`src/rtl/mjpc_pkg.sv`:
```
package mjpc_pkg;

    localparam int TUPLE_W = 64;
    localparam int KEY_STEP = 5;
    localparam int PROT_LSB = 14;
    localparam int PROT_W = 18;
    localparam int KMER_W = 4;
    localparam int COUNT_W = 16;
    localparam int LEN_W = 11;
    localparam int ACT_W = 3;
    localparam int IDX_W = 6;
    localparam logic [KMER_W-1:0] KMER_RESET = 4'd6;
    localparam int DEF_LIST_DEPTH = 1024;
    localparam int DEF_PROT_BITS = 6;

    typedef enum logic [ACT_W-1:0] {
        ACT_LOAD_A    = 3'd0,
        ACT_LOAD_B    = 3'd1,
        ACT_JOIN      = 3'd2,
        ACT_SELF_JOIN = 3'd3,
        ACT_READ      = 3'd4,
        ACT_CLEAR     = 3'd5
    } action_t;

    typedef enum logic [1:0] {
        ASEL_P,
        ASEL_PE,
        ASEL_I,
        ASEL_J
    } a_sel_t;

    typedef enum logic [1:0] {
        BSEL_Q,
        BSEL_QE,
        BSEL_J
    } b_sel_t;

    typedef enum logic [4:0] {
        ST_RST_SWEEP,
        ST_IDLE,
        ST_DECODE,
        ST_AB_TEST,
        ST_AB_CMP,
        ST_SCAN_A,
        ST_SCAN_A_CMP,
        ST_SCAN_B,
        ST_SCAN_B_CMP,
        ST_SJ_TEST,
        ST_SJ_CMP,
        ST_RD_I,
        ST_CAP_I,
        ST_CAP_J,
        ST_INC,
        ST_READ_CAP,
        ST_SWEEP,
        ST_DONE
    } state_t;

    typedef struct packed {
        logic   capture;
        logic   load_a_wr;
        logic   load_b_wr;
        logic   set_full;
        logic   init_walk;
        logic   p_inc;
        logic   q_inc;
        logic   start_run;
        logic   pe_inc;
        logic   qe_inc;
        logic   init_pairs_ab;
        logic   init_pairs_self;
        logic   cap_i;
        logic   cap_idx;
        logic   bump_wr;
        logic   set_range;
        logic   step_pair;
        logic   end_run;
        logic   pair_rd_read;
        logic   rc_cap;
        logic   clr_lists;
        logic   sweep_wr;
        logic   push;
        a_sel_t a_sel;
        b_sel_t b_sel;
    } ctl_cmd_t;

    typedef struct packed {
        logic [ACT_W-1:0] act;
        logic             is_self;
        logic             p_lt_a;
        logic             q_lt_b;
        logic             pe_lt_a;
        logic             qe_lt_b;
        logic             ka_lt_kb;
        logic             ka_gt_kb;
        logic             a_key_eq;
        logic             b_key_eq;
        logic             pair_ok;
        logic             i_last;
        logic             j_last;
        logic             a_full;
        logic             b_full;
        logic             sweep_last;
        logic             out_free;
    } dp_status_t;

    // The key is the top min(5k+1, 64) bits of the tuple.
    function automatic logic [TUPLE_W-1:0] key_of(input logic [TUPLE_W-1:0] w,
                                                  input logic [KMER_W-1:0] k);
        logic [6:0] nbits;
        logic [6:0] sh;
        nbits = 7'({3'b000, k} * 7'd5) + 7'd1;
        if (nbits > 7'd64)
        begin
            nbits = 7'd64;
        end
        sh = 7'd64 - nbits;
        return w >> sh;
    endfunction

endpackage

```
`src/rtl/mjpc_ctrl.sv`:
```
module mjpc_ctrl (
    input  logic                 clk,
    input  logic                 rst_n,
    input  logic                 in_valid,
    output logic                 in_ready,
    input  mjpc_pkg::dp_status_t status,
    output mjpc_pkg::ctl_cmd_t   cmd
);
    import mjpc_pkg::*;

    state_t state_reg;
    state_t state_next;

    always_ff @(posedge clk or negedge rst_n)
    begin
        if (!rst_n)
        begin
            state_reg <= ST_RST_SWEEP;
        end
        else
        begin
            state_reg <= state_next;
        end
    end

    always_comb
    begin
        state_next = state_reg;
        unique case (state_reg)
            ST_RST_SWEEP:
            begin
                if (status.sweep_last)
                begin
                    state_next = ST_IDLE;
                end
            end
            ST_IDLE:
            begin
                if (in_valid)
                begin
                    state_next = ST_DECODE;
                end
            end
            ST_DECODE:
            begin
                unique case (status.act)
                    ACT_JOIN:      state_next = ST_AB_TEST;
                    ACT_SELF_JOIN: state_next = ST_SJ_TEST;
                    ACT_READ:      state_next = ST_READ_CAP;
                    ACT_CLEAR:     state_next = ST_SWEEP;
                    default:       state_next = ST_DONE;
                endcase
            end
            ST_AB_TEST:
            begin
                state_next = (status.p_lt_a && status.q_lt_b) ? ST_AB_CMP : ST_DONE;
            end
            ST_AB_CMP:
            begin
                if (status.ka_lt_kb || status.ka_gt_kb)
                begin
                    state_next = ST_AB_TEST;
                end
                else
                begin
                    state_next = ST_SCAN_A;
                end
            end
            ST_SCAN_A:
            begin
                if (status.pe_lt_a)
                begin
                    state_next = ST_SCAN_A_CMP;
                end
                else
                begin
                    state_next = status.is_self ? ST_RD_I : ST_SCAN_B;
                end
            end
            ST_SCAN_A_CMP:
            begin
                if (status.a_key_eq)
                begin
                    state_next = ST_SCAN_A;
                end
                else
                begin
                    state_next = status.is_self ? ST_RD_I : ST_SCAN_B;
                end
            end
            ST_SCAN_B:
            begin
                state_next = status.qe_lt_b ? ST_SCAN_B_CMP : ST_RD_I;
            end
            ST_SCAN_B_CMP:
            begin
                state_next = status.b_key_eq ? ST_SCAN_B : ST_RD_I;
            end
            ST_SJ_TEST:
            begin
                state_next = status.p_lt_a ? ST_SJ_CMP : ST_DONE;
            end
            ST_SJ_CMP:
            begin
                state_next = ST_SCAN_A;
            end
            ST_RD_I:
            begin
                state_next = ST_CAP_I;
            end
            ST_CAP_I:
            begin
                state_next = ST_CAP_J;
            end
            ST_CAP_J, ST_INC:
            begin
                if ((state_reg == ST_CAP_J) && status.pair_ok)
                begin
                    state_next = ST_INC;
                end
                else if (status.i_last && status.j_last)
                begin
                    state_next = status.is_self ? ST_SJ_TEST : ST_AB_TEST;
                end
                else
                begin
                    state_next = ST_RD_I;
                end
            end
            ST_READ_CAP:
            begin
                state_next = ST_DONE;
            end
            ST_SWEEP:
            begin
                if (status.sweep_last)
                begin
                    state_next = ST_DONE;
                end
            end
            ST_DONE:
            begin
                if (status.out_free)
                begin
                    state_next = ST_IDLE;
                end
            end
            default:
            begin
                state_next = ST_IDLE;
            end
        endcase
    end

    always_comb
    begin
        cmd = '0;
        cmd.a_sel = ASEL_P;
        cmd.b_sel = BSEL_Q;
        in_ready = 1'b0;
        unique case (state_reg)
            ST_RST_SWEEP, ST_SWEEP:
            begin
                cmd.sweep_wr = 1'b1;
            end
            ST_IDLE:
            begin
                in_ready = 1'b1;
                cmd.capture = in_valid;
            end
            ST_DECODE:
            begin
                unique case (status.act)
                    ACT_LOAD_A:
                    begin
                        cmd.set_full = status.a_full;
                        cmd.load_a_wr = !status.a_full;
                    end
                    ACT_LOAD_B:
                    begin
                        cmd.set_full = status.b_full;
                        cmd.load_b_wr = !status.b_full;
                    end
                    ACT_JOIN, ACT_SELF_JOIN:
                    begin
                        cmd.init_walk = 1'b1;
                    end
                    ACT_READ:
                    begin
                        cmd.pair_rd_read = 1'b1;
                    end
                    ACT_CLEAR:
                    begin
                        cmd.clr_lists = 1'b1;
                    end
                    default:
                    begin
                    end
                endcase
            end
            ST_AB_TEST, ST_SJ_TEST:
            begin
                cmd.a_sel = ASEL_P;
                cmd.b_sel = BSEL_Q;
            end
            ST_AB_CMP:
            begin
                if (status.ka_lt_kb)
                begin
                    cmd.p_inc = 1'b1;
                end
                else if (status.ka_gt_kb)
                begin
                    cmd.q_inc = 1'b1;
                end
                else
                begin
                    cmd.start_run = 1'b1;
                end
            end
            ST_SJ_CMP:
            begin
                cmd.start_run = 1'b1;
            end
            ST_SCAN_A:
            begin
                cmd.a_sel = ASEL_PE;
                cmd.init_pairs_self = !status.pe_lt_a && status.is_self;
            end
            ST_SCAN_A_CMP:
            begin
                cmd.pe_inc = status.a_key_eq;
                cmd.init_pairs_self = !status.a_key_eq && status.is_self;
            end
            ST_SCAN_B:
            begin
                cmd.b_sel = BSEL_QE;
                cmd.init_pairs_ab = !status.qe_lt_b;
            end
            ST_SCAN_B_CMP:
            begin
                cmd.qe_inc = status.b_key_eq;
                cmd.init_pairs_ab = !status.b_key_eq;
            end
            ST_RD_I:
            begin
                cmd.a_sel = ASEL_I;
                cmd.b_sel = BSEL_J;
            end
            ST_CAP_I:
            begin
                cmd.cap_i = 1'b1;
                cmd.a_sel = ASEL_J;
                cmd.b_sel = BSEL_J;
            end
            ST_CAP_J:
            begin
                cmd.b_sel = BSEL_J;
                cmd.cap_idx = 1'b1;
                if (!status.pair_ok)
                begin
                    cmd.set_range = 1'b1;
                    cmd.step_pair = 1'b1;
                    cmd.end_run = status.i_last && status.j_last;
                end
            end
            ST_INC:
            begin
                cmd.bump_wr = 1'b1;
                cmd.step_pair = 1'b1;
                cmd.end_run = status.i_last && status.j_last;
            end
            ST_READ_CAP:
            begin
                cmd.rc_cap = 1'b1;
            end
            ST_DONE:
            begin
                cmd.push = status.out_free;
            end
            default:
            begin
            end
        endcase
    end

endmodule

```
`config.mk`:
```
export PLATFORM = sky130hd
export DESIGN_NAME = mjpc_ctrl
export DESIGN_NICKNAME = d
export VERILOG_FILES = /design/src/rtl/mjpc_pkg.sv /design/src/rtl/mjpc_ctrl.sv
export SDC_FILE = /design/constraint.sdc
export NUM_CORES = 1
export LEC_CHECK = 0
export CORE_MARGIN = 3
export CORE_UTILIZATION = 62
export CTS_CLUSTER_DIAMETER = 80
export CTS_CLUSTER_SIZE = 10
export DETAILED_ROUTE_END_ITERATION = 8
export DONT_BUFFER_PORTS = 1
export PLACE_DENSITY = 0.89
export SLEW_MARGIN = 20
export SYNTH_ARGS = -nofsm -noshare
export SYNTH_HDL_FRONTEND = slang
export SYNTH_SLANG_ARGS = --single-unit
```
`constraint.sdc`:
```
create_clock -name clk -period 2.3 [get_ports clk]
set_input_delay 0.115 -clock clk [delete_from_list [all_inputs] [get_ports clk]]
set_output_delay 0.115 -clock clk [all_outputs]
set_load 0.05 [all_outputs]
```
==> flow_summary_export.csv, run 1 <==
group,metric,value,unit
timing,postGrtWorstEndpoint,"cmd[24]",
synth,seq_area_frac_synth,0.148,
place,dp.final_hpwl,2740,um
synth,netlist_area,845,um^2
clock_network,tritoncts.num_buffers,3,
synth,syn-mean-instance-area,6.60,um^2
synth,synth_nets,150,
floorplanning,floorplan.rows,12,
clock_network,cts.sink_count,5,
timing,worst-endpoint-pin-kind,"top-level output",
clock_network,cts_buffer_depth,2,
clock_network,clock_root_buffer_master,"sky130_fd_sc_hd__clkbuf_4",
place,placed_instances,162,
synth,synth_cells,128,
floorplanning,floorplan.io_pins,50,
place,portBuffers,0,
synth,synth-edff-count,0,
run_status,status,"did not finish",
clock_network,htree_levels,1,
synth,synth-async-reset-ratio,1.00,
global_route,grt_max_degree,17,
floorplanning,die_h,42.9,um
run_status,flow.stopped_at,"5_1_grt",
clock_network,count_of_buffers_added_by_post_cts_timing_repair_for_setup,0,
floorplanning,starting_density_of_the_core,0.712,
global_route,grt_use_total,0.619,
synth,synth.ff_latch_count,5,
synth,ys.flop_type,"sky130_fd_sc_hd__dfrtp_1",
run_status,error_that_stopped_the_run,"[ERROR GRT-0232] Routing congestion too high. Check the congestion heatmap in the GUI.",
synth,yosys_warnings,0,
place,gpl.final_weighted_congestion,0.995,
place,place_ws,0.204,ns
synth,yosys.cell_types.count,43,
global_route,overflow,3,
floorplanning,die_width,42.9,um
## synthesized netlist by cell type (4+ instances only)
master / n / area, um^2
sky130_fd_sc_hd__and3_1: 4 / 25.0
sky130_fd_sc_hd__nor2_1: 18 / 67.6
sky130_fd_sc_hd__clkbuf_1: 8 / 30.0
sky130_fd_sc_hd__nand2b_1: 5 / 31.3
sky130_fd_sc_hd__nand3b_1: 4 / 30.0
sky130_fd_sc_hd__dfrtp_1: 5 / 125
sky130_fd_sc_hd__nand2_1: 9 / 33.8
sky130_fd_sc_hd__nor3_1: 8 / 40.0
sky130_fd_sc_hd__o21ai_0: 6 / 30.0
sky130_fd_sc_hd__o22ai_1: 4 / 25.0
sky130_fd_sc_hd__a21oi_1: 7 / 35.0
## through the flow
step | util | setup TNS, ns | area, um^2
2_1_floorplan | - | -0.158 | 882
3_3_place_gp | 0.927 | 0 | 1100
3_5_place_dp | 0.927 | 0 | 1100
4_1_cts | 0.962 | 0 | 1140
## metal layers
metal,GRT usage,overflow
met5,0,0
met2,0.769,1
met3,0.419,0
met1,0.635,0
met4,0.677,2
## timing repair
item / 4_1_cts
hold buffers: 1
cloned: 0
resized for setup: 1
hold endpoints to repair: 5
endpoints found under the setup margin: 3
## cell families after synthesis
| group | after synthesis | share of synthesized area |
|---|---|---|
| mux | 2 | 0.0252 |
| buf+inv | 13 | 0.0637 |
| flops | 5 | 0.148 |
| compound gates | 35 | 0.273 |
| simple gates | 73 | 0.490 |
==> run 2, diff against run 1 <==
- CORE_AREA: default -> 3 3 64 66
- CORE_MARGIN: 3 -> default
- CORE_UTILIZATION: 62 -> default
- CTS_CLUSTER_DIAMETER: 80 -> default
- CTS_CLUSTER_SIZE: 10 -> default
- DIE_AREA: default -> 0 0 67 69
- PLACE_DENSITY: 0.89 -> default
- PLACE_DENSITY_LB_ADDON: default -> 0.15
==> flow_summary_export.csv, run 2 <==
group,metric,value,unit
finish,finalNetCount,184,
hold_path,worst_hold_path.num_cells,2,
clock_network,cts_buffer_depth,2,
floorplanning,core_area,3630,um^2
power,irDropWorstVdd,201,uV
place,place_ws,0.259,ns
setup_path,worst-setup-path-type,"reg -> out",
timing,finalClockSkew,0.00275,ns
synth,synth_nets,150,
route,drt_wl_total,3320,um
timing,layout_min_cycle_time,2.17,ns
setup_path,setup.worst_path.start_class,"flip-flop",
finish,finalInstanceArea,1260,um^2
finish,syn2layout_area_growth,49.2,%
synth,yosys_warnings,0,
route,routedWlPerCell,15.9,um
synth,synth-edff-count,0,
route,first_iter_violations,45,
timing,timing.final.setup_violations,0,
synth,synth-async-reset-ratio,1.00,
route,num_vias,1140,
setup_path,highest_fanout_seen_on_the_critical_path,8,
route,route.detailed.vias_per_inst,5.45,
power,power.density_cell_area,957,nW/um^2
finish,number_of_flip_flops_in_the_largest_register,5,
hold_path,min_from,"status[1]",
setup_path,ff2ff_path_depth,5,
synth,synthMostInstantiatedCell,"sky130_fd_sc_hd__nor2_1",
finish,postLayoutCoreUtil,0.347,
place,dp.final_hpwl,2710,um
clock_network,cts.sink_count,5,
timing,worst_pin_slew,0.504,ns
clock_network,tritoncts,"done",
finish,drive_above_1_share,0.348,
synth,ys_top_cells_by_count,"sky130_fd_sc_hd__nor2_1, sky130_fd_sc_hd__nand2_1, sky130_fd_sc_hd__clkbuf_1, sky130_fd_sc_hd__nor3_1, sky130_fd_sc_hd__a21oi_1",
floorplanning,dieArea,4620,um^2
timing,finalMaxSlewViolations,0,
finish,layout.cells.most_common_list,"sky130_fd_sc_hd__buf_4, sky130_fd_sc_hd__nor2_1, sky130_fd_sc_hd__nand2_1",
synth,yosysTopAreaCellShare,0.148,
timing,fmaxAchievable,460,MHz
setup_path,r2r_end,"state_reg[2]$_DFFE_PN0P_",
clock_network,count_of_buffers_added_by_post_cts_timing_repair_for_setup,0,
setup_path,r2r_slack,0.22,ns
clock_network,clkSlewWorstSetupHoldPaths,0.04,ns
route,drc_violations_left,0,
synth,synth.ff_latch_count,5,
global_route,grt_use_total,0.138,
floorplanning,starting_density_of_the_core,0.232,
power,leakage,0.520,nW
timing,tns,0,ns
floorplanning,die_width,67,um
synth,post_synth_main_area_contributors,"sky130_fd_sc_hd__dfrtp_1, sky130_fd_sc_hd__nor2_1, sky130_fd_sc_hd__nor3_1",
clock_network,htree_levels,1,
floorplanning,die_h,69,um
global_route,overflow,0,
place,placed_instances,204,
synth,yosys.cell_types.count,43,
place,gpl.final_weighted_congestion,0.880,
route,drt_pass1_iterations,4,
synth,seq_area_frac_synth,0.148,
timing,setup_ws,0.127,ns
timing,final-hold-violation-count,0,
synth,synth_cells,128,
global_route,vias_in_the_first_global_route,1141,
setup_path,arrival,2.06,ns
place,placedInstanceArea,1200,um^2
global_route,initial_antenna_violation_count,0,
finish,insertedDiodeCount,0,
floorplanning,floorplan.io_pins,50,
global_route,grt_first_pass_wirelength,5200,um
run_status,status,"finished, final reports clean",
flow_run,cap_violations,0,
finish,instances_no_fill,209,
place,portBuffers,0,
clock_network,tritoncts.num_buffers,3,
clock_network,clock_root_buffer_master,"sky130_fd_sc_hd__clkbuf_8",
setup_path,critical_path.endpoint_type,"output pin",
floorplanning,floorplan.rows,22,
setup_path,required,2.18,ns
timing,rsz_0062_raised_after_global_routing,"false",
timing,post_route_fraction_of_the_period_consumed_by_the_critical_path,0.945,
global_route,grt_max_degree,15,
setup_path,worst_r2r_startpoint,"state_reg[2]$_DFFE_PN0P_",
hold_path,worstHoldPathType,"in -> reg",
synth,synth_top_area_cell,"sky130_fd_sc_hd__dfrtp_1",
finish,mostFrequentLayoutCell,"sky130_fd_sc_hd__buf_4",
route,drtAntennaViolNets,0,
hold_path,hold_path_end,"state_reg[0]$_DFFE_PN0P_",
synth,netlist_area,845,um^2
synth,ys.flop_type,"sky130_fd_sc_hd__dfrtp_1",
timing,slew_headroom,0.663,
clock_network,clk_latency,0.22,ns
synth,syn-mean-instance-area,6.60,um^2
[run 2: cell counts after synthesis]
Identical to the previous run, type by type.
[run 2: routing by layer]
layer | vias to the layer above | global-route usage | share of wire
met5 | - | 0 | 0
met4 | 0 | 0.0608 | 0.022
met3 | 8 | 0.0261 | 0.098
met2 | 48 | 0.222 | 0.49
met1 | 537 | 0.176 | 0.39
li1 | 547 | - | -
[run 2: area by class of cell]
type | instances | area [um^2]
sequential | 5 | 125
multi-input combinational | 110 | 711
fill | 406 | 2370
timing repair buffer | 39 | 308
inverter | 3 | 11.3
tap | 48 | 60.1
clock buffer | 4 | 45.0
[run 2: what timing repair did]
item	in CTS	in global routing
gates resized for setup	0	1
hold endpoints to repair	5	0
hold buffers	1	0
endpoints found under the setup margin	0	2
[run 2: logic make-up (layout without fill, tap and decap cells)]
family	count (synthesis)	count (layout)	synth area share
buffers and inverters	13	46	0.0637
DFF	5	5	0.148
and+or+nand+nor	73	73	0.490
muxes	2	2	0.0252
AOI/OAI and AO/OA	35	35	0.273
[run 2: metrics by stage]
stage	hold WS (ns)	power (mW)
6_report	0.0558	1.21
5_1_grt	0.0689	1.29
4_1_cts	0.0505	1.20
3_5_place_dp	-0.180	1.03
3_3_place_gp	-0.180	1.03
2_1_floorplan	-0.181	0.772
[run 2: report_power, final]
group | switching, mW | leakage (nW) | internal, mW
clock network | 0.0399 | 0.0228 | 0.119
registers | 0.101 | 0.0651 | 0.118
logic | 0.508 | 0.432 | 0.320
[run 2: worst max-delay path by stage]
stage,depth (start not counted),from,slack [ns],to
global placement,5,state_reg[0]$_DFFE_PN0P_,0.26,cmd[8]
global route,6,state_reg[3]$_DFFE_PN0P_,0.01,cmd[8]
floorplan,5,state_reg[1]$_DFFE_PN0P_,-0.16,state_reg[0]$_DFFE_PN0P_
CTS,5,state_reg[0]$_DFFE_PN0P_,0.05,cmd[8]
finish,6,state_reg[3]$_DFFE_PN0P_,0.13,cmd[8]
detailed placement,5,state_reg[2]$_DFFE_PN0P_,0.26,state_reg[2]$_DFFE_PN0P_
[run 2: critical path, stage by stage (launching register included)]
cell                      delay, ns
sky130_fd_sc_hd__dfrtp_1       0.44
sky130_fd_sc_hd__buf_4         0.18
sky130_fd_sc_hd__nor3_1        0.23
sky130_fd_sc_hd__nand2_1       0.14
sky130_fd_sc_hd__buf_4         0.18
sky130_fd_sc_hd__nor4b_2       0.40
sky130_fd_sc_hd__buf_4         0.28
(Power assumes the default switching activity.)
